`src/rtl/spmd_pkg.sv`:
```
`default_nettype none
// ----------------------------------------------------------------------------
// spmd_pkg
// Shared types and constants for the signal pending/mask dispatch unit.
// ----------------------------------------------------------------------------
package spmd_pkg;

    localparam int NUM_SIGNALS = 64;
    localparam int IDX_W       = $clog2(NUM_SIGNALS);

    localparam logic [6:0] SIG_UNMASKABLE_A = 7'd9;
    localparam logic [6:0] SIG_UNMASKABLE_B = 7'd19;

    localparam logic [2:0] MODE_RAISE   = 3'd0;
    localparam logic [2:0] MODE_MASK    = 3'd1;
    localparam logic [2:0] MODE_SETDISP = 3'd2;
    localparam logic [2:0] MODE_DELIVER = 3'd3;
    localparam logic [2:0] MODE_QUERY   = 3'd4;

    localparam logic [1:0] HOW_BLOCK   = 2'd0;
    localparam logic [1:0] HOW_UNBLOCK = 2'd1;
    localparam logic [1:0] HOW_SET     = 2'd2;

    localparam logic [1:0] DISP_DEFAULT = 2'd0;
    localparam logic [1:0] DISP_IGNORE  = 2'd1;
    localparam logic [1:0] DISP_HANDLER = 2'd2;

    localparam logic STATUS_OK      = 1'b0;
    localparam logic STATUS_INVALID = 1'b1;

    typedef logic [NUM_SIGNALS-1:0] t_sigvec;

    typedef struct packed {
        logic [2:0]  mode;
        logic [6:0]  signal_number;
        logic [1:0]  mask_how;
        logic [63:0] signal_set;
        logic [1:0]  disposition;
        logic        oneshot_flag;
        logic        restart_flag;
    } t_in_item;

    typedef struct packed {
        logic        status;
        logic [6:0]  delivered_signal;
        logic [63:0] bitmap_out;
        logic [1:0]  old_disposition;
        logic        has_pending;
        logic        restart_wanted;
    } t_out_item;

endpackage
`default_nettype wire

```
`src/rtl/spmd_in_stage.sv`:
```
`default_nettype none
// ----------------------------------------------------------------------------
// spmd_in_stage
// Input register: captures one beat and holds it until the core advances.
// ----------------------------------------------------------------------------
module spmd_in_stage (
    input  wire logic              i_clk,
    input  wire logic              i_rst_n,
    input  wire logic              i_valid,
    output logic                   o_ready,
    input  wire spmd_pkg::t_in_item i_item,
    input  wire logic              i_adv,
    output logic                   o_vld,
    output spmd_pkg::t_in_item     o_item
);
    import spmd_pkg::*;

    logic     r_vld;
    t_in_item r_item;
    logic     accept;

    assign o_ready = !r_vld || i_adv;
    assign accept  = i_valid && o_ready;
    assign o_vld   = r_vld;
    assign o_item  = r_item;

    always_ff @(posedge i_clk) begin
        if (!i_rst_n) begin
            r_vld <= 1'b0;
        end else if (accept) begin
            r_vld <= 1'b1;
        end else if (i_adv) begin
            r_vld <= 1'b0;
        end
    end

    always_ff @(posedge i_clk) begin
        if (accept) begin
            r_item <= i_item;
        end
    end

endmodule
`default_nettype wire

```
`src/rtl/spmd_core.sv`:
```
`default_nettype none
// ----------------------------------------------------------------------------
// spmd_core
// Pending, mask and disposition state with the single-pass result logic.
// ----------------------------------------------------------------------------
module spmd_core (
    input  wire logic               i_clk,
    input  wire logic               i_rst_n,
    input  wire logic               i_adv,
    input  wire spmd_pkg::t_in_item i_item,
    output spmd_pkg::t_out_item     o_res
);
    import spmd_pkg::*;

    t_sigvec r_pend, r_blocked, r_disp_lo, r_disp_hi, r_oneshot, r_restart;
    t_sigvec n_pend, n_blocked, n_disp_lo, n_disp_hi, n_oneshot, n_restart;

    t_sigvec    ready_vec, handler_vec, hit_vec, low_bit, clear_vec, set_vec, num_bit;
    t_sigvec    unmask_vec;
    logic [IDX_W-1:0] idx, hit_idx;
    logic       num_ok;
    t_out_item  res;

    assign handler_vec = r_disp_hi & ~r_disp_lo;
    assign ready_vec   = r_pend & ~r_blocked;
    assign hit_vec     = ready_vec & handler_vec;
    assign low_bit     = hit_vec & (~hit_vec + t_sigvec'(1));
    assign clear_vec   = (hit_vec == '0) ? ready_vec
                                         : ready_vec & (low_bit | (low_bit - t_sigvec'(1)));
    assign num_ok      = (i_item.signal_number >= 7'd1)
                      && (i_item.signal_number <= 7'(NUM_SIGNALS));
    assign idx         = IDX_W'(i_item.signal_number - 7'd1);
    assign num_bit     = t_sigvec'(1) << idx;
    assign unmask_vec  = (t_sigvec'(1) << IDX_W'(SIG_UNMASKABLE_A - 7'd1))
                       | (t_sigvec'(1) << IDX_W'(SIG_UNMASKABLE_B - 7'd1));
    assign set_vec     = i_item.signal_set[NUM_SIGNALS-1:0] & ~unmask_vec;

    always_comb begin
        hit_idx = '0;
        for (int i = 0; i < NUM_SIGNALS; i++) begin
            if (low_bit[i]) begin
                hit_idx = hit_idx | IDX_W'(i);
            end
        end
    end

    always_comb begin
        n_pend    = r_pend;
        n_blocked = r_blocked;
        n_disp_lo = r_disp_lo;
        n_disp_hi = r_disp_hi;
        n_oneshot = r_oneshot;
        n_restart = r_restart;
        res       = '0;
        unique case (i_item.mode)
            MODE_RAISE: begin
                if (num_ok) begin
                    n_pend = r_pend | num_bit;
                end else begin
                    res.status = STATUS_INVALID;
                end
            end
            MODE_MASK: begin
                res.bitmap_out = 64'(r_blocked);
                unique case (i_item.mask_how)
                    HOW_BLOCK:   n_blocked = r_blocked | set_vec;
                    HOW_UNBLOCK: n_blocked = r_blocked & ~set_vec;
                    HOW_SET:     n_blocked = set_vec;
                    default:     res.status = STATUS_INVALID;
                endcase
            end
            MODE_SETDISP: begin
                if (!num_ok || i_item.signal_number == SIG_UNMASKABLE_A
                        || i_item.signal_number == SIG_UNMASKABLE_B
                        || i_item.disposition > DISP_HANDLER) begin
                    res.status = STATUS_INVALID;
                end else begin
                    res.old_disposition = {r_disp_hi[idx], r_disp_lo[idx]};
                    n_disp_lo[idx] = i_item.disposition[0];
                    n_disp_hi[idx] = i_item.disposition[1];
                    n_oneshot[idx] = i_item.oneshot_flag;
                    n_restart[idx] = i_item.restart_flag;
                end
            end
            MODE_DELIVER: begin
                n_pend = r_pend & ~clear_vec;
                if (hit_vec != '0) begin
                    res.delivered_signal = 7'(hit_idx) + 7'd1;
                    n_disp_lo = r_disp_lo & ~(low_bit & r_oneshot);
                    n_disp_hi = r_disp_hi & ~(low_bit & r_oneshot);
                end
            end
            MODE_QUERY: begin
                res.bitmap_out     = 64'(r_pend);
                res.has_pending    = (ready_vec != '0);
                res.restart_wanted = ((hit_vec & ~r_restart) == '0);
            end
            default: begin
                res.status = STATUS_INVALID;
            end
        endcase
    end

    assign o_res = res;

    always_ff @(posedge i_clk) begin
        if (!i_rst_n) begin
            r_pend    <= '0;
            r_blocked <= '0;
            r_disp_lo <= '0;
            r_disp_hi <= '0;
            r_oneshot <= '0;
            r_restart <= '0;
        end else if (i_adv) begin
            r_pend    <= n_pend;
            r_blocked <= n_blocked;
            r_disp_lo <= n_disp_lo;
            r_disp_hi <= n_disp_hi;
            r_oneshot <= n_oneshot;
            r_restart <= n_restart;
        end
    end

endmodule
`default_nettype wire

```
`src/rtl/spmd_out_stage.sv`:
```
`default_nettype none
// ----------------------------------------------------------------------------
// spmd_out_stage
// Result register: holds one result beat until the consumer takes it.
// ----------------------------------------------------------------------------
module spmd_out_stage (
    input  wire logic                i_clk,
    input  wire logic                i_rst_n,
    input  wire logic                i_load,
    input  wire spmd_pkg::t_out_item i_res,
    output logic                     o_free,
    output logic                     o_valid,
    input  wire logic                i_ready,
    output spmd_pkg::t_out_item      o_data
);
    import spmd_pkg::*;

    logic      r_vld;
    t_out_item r_res;

    assign o_free  = !r_vld || i_ready;
    assign o_valid = r_vld;
    assign o_data  = r_res;

    always_ff @(posedge i_clk) begin
        if (!i_rst_n) begin
            r_vld <= 1'b0;
        end else if (i_load) begin
            r_vld <= 1'b1;
        end else if (i_ready) begin
            r_vld <= 1'b0;
        end
    end

    always_ff @(posedge i_clk) begin
        if (i_load) begin
            r_res <= i_res;
        end
    end

endmodule
`default_nettype wire

```
`src/rtl/signal_pending_mask_dispatch.sv`:
```
`default_nettype none
// ----------------------------------------------------------------------------
// signal_pending_mask_dispatch
// Throughput: one beat per cycle while i_out_ready stays high; each item
// passes the input register, one pass of combinational logic over the state
// vectors, then the result register; a busy result register stalls the input.
// Reset: synchronous; clears pending bits, blocked mask and all dispositions.
// ----------------------------------------------------------------------------
module signal_pending_mask_dispatch (
    input  wire logic                i_clk,
    input  wire logic                i_rst_n,
    input  wire logic                i_in_valid,
    output logic                     o_in_ready,
    input  wire spmd_pkg::t_in_item  i_in_data,
    output logic                     o_out_valid,
    input  wire logic                i_out_ready,
    output spmd_pkg::t_out_item      o_out_data
);
    import spmd_pkg::*;

    logic      in_vld, out_free, adv;
    t_in_item  item;
    t_out_item res;

    assign adv = in_vld && out_free;

    spmd_in_stage u_in (
        .i_clk   (i_clk),
        .i_rst_n (i_rst_n),
        .i_valid (i_in_valid),
        .o_ready (o_in_ready),
        .i_item  (i_in_data),
        .i_adv   (adv),
        .o_vld   (in_vld),
        .o_item  (item)
    );

    spmd_core u_core (
        .i_clk   (i_clk),
        .i_rst_n (i_rst_n),
        .i_adv   (adv),
        .i_item  (item),
        .o_res   (res)
    );

    spmd_out_stage u_out (
        .i_clk   (i_clk),
        .i_rst_n (i_rst_n),
        .i_load  (adv),
        .i_res   (res),
        .o_free  (out_free),
        .o_valid (o_out_valid),
        .i_ready (i_out_ready),
        .o_data  (o_out_data)
    );

endmodule
`default_nettype wire

```
`config.mk`:
```
export PLATFORM = sky130hd
export DESIGN_NAME = signal_pending_mask_dispatch
export DESIGN_NICKNAME = d
export VERILOG_FILES = /design/src/rtl/spmd_pkg.sv /design/src/rtl/spmd_in_stage.sv /design/src/rtl/spmd_core.sv /design/src/rtl/spmd_out_stage.sv /design/src/rtl/signal_pending_mask_dispatch.sv
export SDC_FILE = /design/constraint.sdc
export NUM_CORES = 1
export LEC_CHECK = 0
export CORE_ASPECT_RATIO = 0.75
export CORE_MARGIN = 4
export CORE_UTILIZATION = 40
export CTS_BUF_LIST = sky130_fd_sc_hd__clkbuf_2 sky130_fd_sc_hd__clkbuf_4 sky130_fd_sc_hd__clkbuf_8
export DETAILED_ROUTE_END_ITERATION = 8
export DONT_BUFFER_PORTS = 1
export GPL_TIMING_DRIVEN = 0
export SYNTH_ARGS = -nofsm -noshare
export SYNTH_HDL_FRONTEND = slang
export SYNTH_SLANG_ARGS = --single-unit
```
`constraint.sdc`:
```
create_clock -name i_clk -period 4 [get_ports i_clk]
set_input_delay 0.2 -clock i_clk [delete_from_list [all_inputs] [get_ports i_clk]]
set_output_delay 0.2 -clock i_clk [all_outputs]
set_load 0.005 [all_outputs]
```
After elaboration in Yosys (flattened, before gate mapping)
Cells that the tools add are included.
- flip-flop bits (word level): 542
- output and inout bits: 78
- logic and storage cells: 226
- add/sub/neg operators: 4
- $lt $le $gt $ge: 5
- eq/ne operators: 20
- shift operators: 1
- multiplexer cells: 130
- bitwise logic cells: 21
- reduce and logical (&&, ||, !) cells: 24
- operators by type and width (kind ; number):
    64-bit two-way mux ; 31
    64-bit bitwise AND ; 11
    64-bit one-hot mux with 2 select lines ; 4
    64-bit inverter ; 7
    64-bit bitwise mux ; 4
    6-bit two-way mux ; 32
    64-bit OR ; 3
    64-bit one-hot mux with 3 select lines ; 1
    64-bit logical NOT ; 2
    64-bit nonzero test ; 2
    5-bit two-way mux ; 16
    64-bit by 1-bit adder with 64-bit output (second input constant) ; 1
    1-bit by 6-bit << shifter with 64-bit output (first input constant) ; 1
    64-bit by 1-bit subtractor with 64-bit output (second input constant) ; 1
    4-bit two-way mux ; 8
    1-bit two-way mux ; 20
    7-bit two-way mux ; 2
    1-bit binary-select mux with 6-bit select ; 2
    3-bit two-way mux ; 4
    3-bit by 1-bit != test with 1-bit output (second input constant) ; 4
    3-bit AND reduction ; 3
    2-bit two-way mux ; 4
    6-bit by 1-bit adder with 7-bit output (second input constant) ; 1
    7-bit by 4-bit equality test with 1-bit output (second input constant) ; 1
    27 further kinds ; 40

Logic depth before layout (Yosys ltp)
- depth after elaboration: 72
- depth in mapped cells: 14

Cells and area by module
Synthesis repeated with hierarchy kept, for this count alone.
- cells, all modules: 2949
- area, all modules: 26397.8 um^2
- modules (own cells, without submodules) (module ; times used ; cells an instance ; area an instance (um^2)):
    spmd_core ; 1 ; 2783 ; 21600.7
    spmd_in_stage ; 1 ; 85 ; 2459.9
    spmd_out_stage ; 1 ; 80 ; 2331.0
    signal_pending_mask_dispatch ; 1 ; 1 ; 6.3

Least setup slack after synthesis
OpenSTA, ideal clock, no wires.
- path type: register to register
- start point: register u_out.r_vld, in the netlist u_out.o_valid
- end point: register u_core.r_pend[62]
- library setup time: 0.132 ns
- data arrival time: 3.549 ns
- data required time: 3.868 ns
- slack: 0.320 ns
- cell stages (with the launch flop): 10
- path buffers: 1
- cells stage by stage: dfxtp_1 nor2b_1 nand2b_1 clkbuf_1 inv_1 o21ai_1 or3_1 or2_2 nor3_1 nor3_1
- longest elaborated chain between the ends: 5
- RTL lines (item ; RTL line ; RTL):
    from (decl) ; spmd_out_stage.sv:18 ; logic r_vld;
    from (signal assigned) ; spmd_out_stage.sv:27 ; r_vld <= 1'b0;
    from (signal assigned) ; spmd_out_stage.sv:29 ; r_vld <= 1'b1;
    from (signal assigned) ; spmd_out_stage.sv:31 ; r_vld <= 1'b0;
    1-bit logical NOT ; spmd_out_stage.sv:21 ; assign o_free = !r_vld || i_ready;
    1-bit logical OR ; spmd_out_stage.sv:21 ;
    1-bit logical AND ; signal_pending_mask_dispatch.sv:25 ; assign adv = in_vld && out_free;
    net adv ; signal_pending_mask_dispatch.sv:21 ; logic in_vld, out_free, adv;
    2-bit by 1-bit != test with 1-bit output (no line) ; - ;
    3-bit AND reduction (no line) ; - ;
    to (signal assigned) ; spmd_core.sv:115 ; r_pend <= n_pend;
    to (decl) ; spmd_core.sv:15 ; t_sigvec r_pend, r_blocked, r_disp_lo, r_disp_hi, r_oneshot, r_restart;
The timed path passes the listed nets, and every way through them passes these cells.
A chain may end at the register's enable or synchronous reset.

Final worst setup path
- start point: register u_in.r_item (netlist bit u_in.o_item[70])
- end point: register u_out.r_res (netlist bit u_out.o_data[3]) (data pin)
- longest elaborated chain between the ends: 8
- RTL lines (item ; RTL line ; RTL):
    from (decl) ; spmd_in_stage.sv:19 ; t_in_item r_item;
    from (signal assigned) ; spmd_in_stage.sv:39 ; r_item <= i_item;
    branches (longest 6 deep; another with 6-bit by 1-bit subtractor with 6-bit output) ; - ;
    2-bit two-way mux * ; spmd_core.sv:73 ; if (!num_ok || i_item.signal_number == SIG_UNMASKABLE_A
    2-bit two-way mux * ; spmd_core.sv:55 ; unique case (i_item.mode)
    to (signal assigned) ; spmd_out_stage.sv:37 ; r_res <= i_res;
    to (decl) ; spmd_out_stage.sv:19 ; t_out_item r_res;
Mark *: on every way between the ends. The select of a mux whose other input is x is not followed.

==> impl_metrics.tcl <==
set metrics [dict create \
    gp_congestion 1.099 \
    wirelength_um 151900 \
    die_h_um 230.9 \
    antenna_left 0 \
    synthCells 2987 \
    drive_above_1_share 0.1322 \
    syn_area_mm2 0.02650 \
    firstDrtPassIters 8 \
    holdPathEnd "u_in.o_item[58]" \
    path_cells "buf_4, or2_2, nor2_1, xor2_2, clkbuf_1, nand2_1, a31oi_1, a2111oi_0, a31oi_1" \
    vias_per_cell 6.833 \
    synth_cell_type_count 88 \
    critPathMaxFanout 10 \
    grt_max_degree 73 \
    synth_flop_cell "dfxtp_1" \
    finalCritPeriodShare 1.037 \
    async_flop_share 0 \
    fin_worst_skew_ns 0.03098 \
    fin_nets 3297 \
    clk_latency_ns 0.74 \
    maxSlewHeadroom -0.06929 \
    die_w_um 305.2 \
    rows 81 \
    yosys_register_bits 538 \
    irDropWorstVdd_mv 0.3343 \
    critPathKind "reg2reg" \
    timing.rr.start "u_in.o_item[70]" \
    h-tree-depth 3 \
    root_buffer "clkbuf_8" \
    min_from "i_in_data[58]" \
    slew_viol_final 12 \
    vias 28350 \
    regToRegEndpoint "u_out.o_data[3]" \
    cts.sinks 538 \
    area_delta_synth_final_pct 19.25 \
    setup_tns_ns -0.3137 \
    slowest_delay_ns 0.64 \
    numCtsBuffers 91 \
    globalRouteTotalUtil 0.4135 \
    cts_tree "built" \
    synth_area_per_cell_um2 8.872 \
    ys_seq_area_frac 0.4646 \
    start_kind "flip-flop" \
    p_leak_nw 11.82 \
    worst_pin_slew_ns 1.604 \
    ys_warn_count 0 \
    cp.arrival_ns 4.65 \
    place_ws_ns -1.560 \
    antenna_found_initial 8 \
    drcViolationCount 0 \
    final.min_clock_period_ns 4.149 \
    grt_pass1_wl_um 206700 \
    ios 162 \
    violations "capacitance limit, slew limit, setup timing" \
    max_freq_mhz 241.0 \
    avgRoutedWirePerCell_um 36.61 \
    total_power_w 0.01333 \
    final-setup-viol-count 7 \
    outcome "finished with violations" \
    io_buffers 0 \
    power_density_mw_per_mm2 421.9 \
    cp.required_ns 4.50 \
    hp-class "in2reg" \
    drtIter0Drc 4704 \
    max_cap_viol_count 2 \
    clkTransAtPathRegs_ns 0.06 \
    finalHoldViolCount 0 \
    die-area_mm2 0.07048 \
    hpwl_um 116900 \
    final_cell_area_mm2 0.03160 \
    crit_top_cell "a31oi_1" \
    postLayoutCoreUtil 0.4835 \
    min_path_cells 1 \
    end_kind "flip-flop" \
    coreArea_mm2 0.06537 \
    r2r_slack_ns -0.15 \
    cpMaxStageDelayCell "clkbuf_1" \
    synth_edf_count 154 \
    grt_pass1_vias 26936 \
    worstRegToRegCells 9 \
    gr-total-overflow 0 \
    start_util 0.4054 \
    setup_slack_ns -0.1490 \
    synth_nets 3081 \
    ctsLongestPathBuffers 3 \
    post_dp_cell_area_mm2 0.02778 \
]
==> power breakdown <==
| group | switching (W) | internal, W | total [W] |
|---|---|---|---|
| logic | 0.000972 | 0.000351 | 0.00132 |
| clock network | 0.00251 | 0.00339 | 0.00590 |
| registers | 0.000313 | 0.00580 | 0.00611 |
| total | 0.00379 | 0.00954 | 0.0133 |
==> flip-flops by register name (all words and copies together), names as in the netlist <==
| signal | flops |
|---|---|
| u_core.r_blocked | 62 |
| u_out.o_data | 76 |
| u_core.r_restart | 64 |
| u_core.r_disp_hi | 64 |
| u_in.o_item | 78 |
| u_in.o_vld | 1 |
| u_core.r_pend | 64 |
| u_core.r_disp_lo | 64 |
| u_out.o_valid | 1 |
| u_core.r_oneshot | 64 |
==> how the worst max path moves through the flow <==
stage,end,start,depth (start not counted),slack (ns)
after floorplan,u_core.r_pend[62],u_out.o_valid,9,0.32
after global placement,u_core.r_pend[62],u_out.o_valid,9,-2.39
after detailed placement,u_out.o_data[2],u_in.o_item[70],11,-1.56
after CTS,u_core.r_disp_lo[52],u_in.o_item[73],13,-0.003
after global routing,u_out.o_data[3],u_in.o_item[70],9,-0.01
final,u_out.o_data[3],u_in.o_item[70],9,-0.15
==> kinds of logic (layout without fill, tap and decap cells) <==
family,after synthesis,in the layout,synth area share
flops,538,538,0.4646
buf+inv,279,567,0.04207
fa+ha+maj,10,10,0.004721
xor+xnor,6,6,0.001983
simple gates,1242,1242,0.2450
mux,160,160,0.06062
other cells,0,3,0
compound gates,752,752,0.1810
==> layout make-up <==
type                       count  area, µm²
tap                          871       1090
timing repair buffer         123       1189
sequential                   538      12320
inverter                      66      250.2
multi-input combinational   2170      13690
clock inverter                37      498.0
buffer                       213      943.4
clock buffer                 128       1618
fill                        6351      33760
antenna                        3      7.507
==> routing by layer <==
metal  up-vias  wire length [µm]  GRT usage
li1      11595                 -          -
met5         -                58          0
met4         8              8757     0.2051
met1     14020             59640     0.5467
met2      2225             61640     0.5859
met3       502             21810     0.1642
==> synth_stat cells (36+ instances only) <==
cell type  instances  share of area
a21oi_1          264          0.050
a22o_1            76          0.025
a22oi_1           36          0.010
clkbuf_1         175          0.025
dfxtp_1          384           0.29
edfxtp_1         154           0.17
inv_1             62         0.0088
mux2i_1          159          0.060
nand2_1          412          0.058
nand3_1          155          0.029
nand4_1           70          0.017
nor2_1           262          0.037
nor3_1            81          0.015
o21ai_0           71          0.013
o22ai_1          157          0.037
==> placed cells by master (no fill, tap or decap), types with 29 or more instances in the layout <==
cell	n
a22o_1	76
o21ai_0	69
dfxtp_1	375
buf_4	46
clkbuf_1	145
mux2i_1	158
o22ai_1	157
nor2_1	250
clkbuf_8	105
inv_1	61
nand2_1	410
a21oi_1	260
dlygate4sd3_1	81
nor3_1	70
nand4_1	70
clkbuf_4	29
edfxtp_1	154
a22oi_1	36
nand3_1	152
==> stage by stage <==
| stage | hold slack (ns) | instances |
|---|---|---|
| after floorplan | 0.2989 | 2987 |
| after global placement | 0.2989 | 3858 |
| after detailed placement | 0.2989 | 3866 |
| after CTS | 0.06072 | 4130 |
| after global routing | 0.08046 | 4146 |
| final | 0.09457 | 4149 |
==> worst max-delay path: cells and delay by family, from the launching register on <==
kind,cells,cell delay [ns]
XOR/XNOR,1,0.59
flip-flops,1,0.43
AND/OR/NAND/NOR,3,0.88
AO/OA/AOI/OAI,3,1.21
buffers and inverters,2,0.80
==> timing repair <==
item,in CTS,in global routing
pin swaps,12,12
gates resized for setup,106,71
hold buffers,81,0
hold endpoints to repair,86,0
buffers inserted,18,16
setup endpoints to repair,245,228
Note: power is estimated with default switching activity, not from simulation.
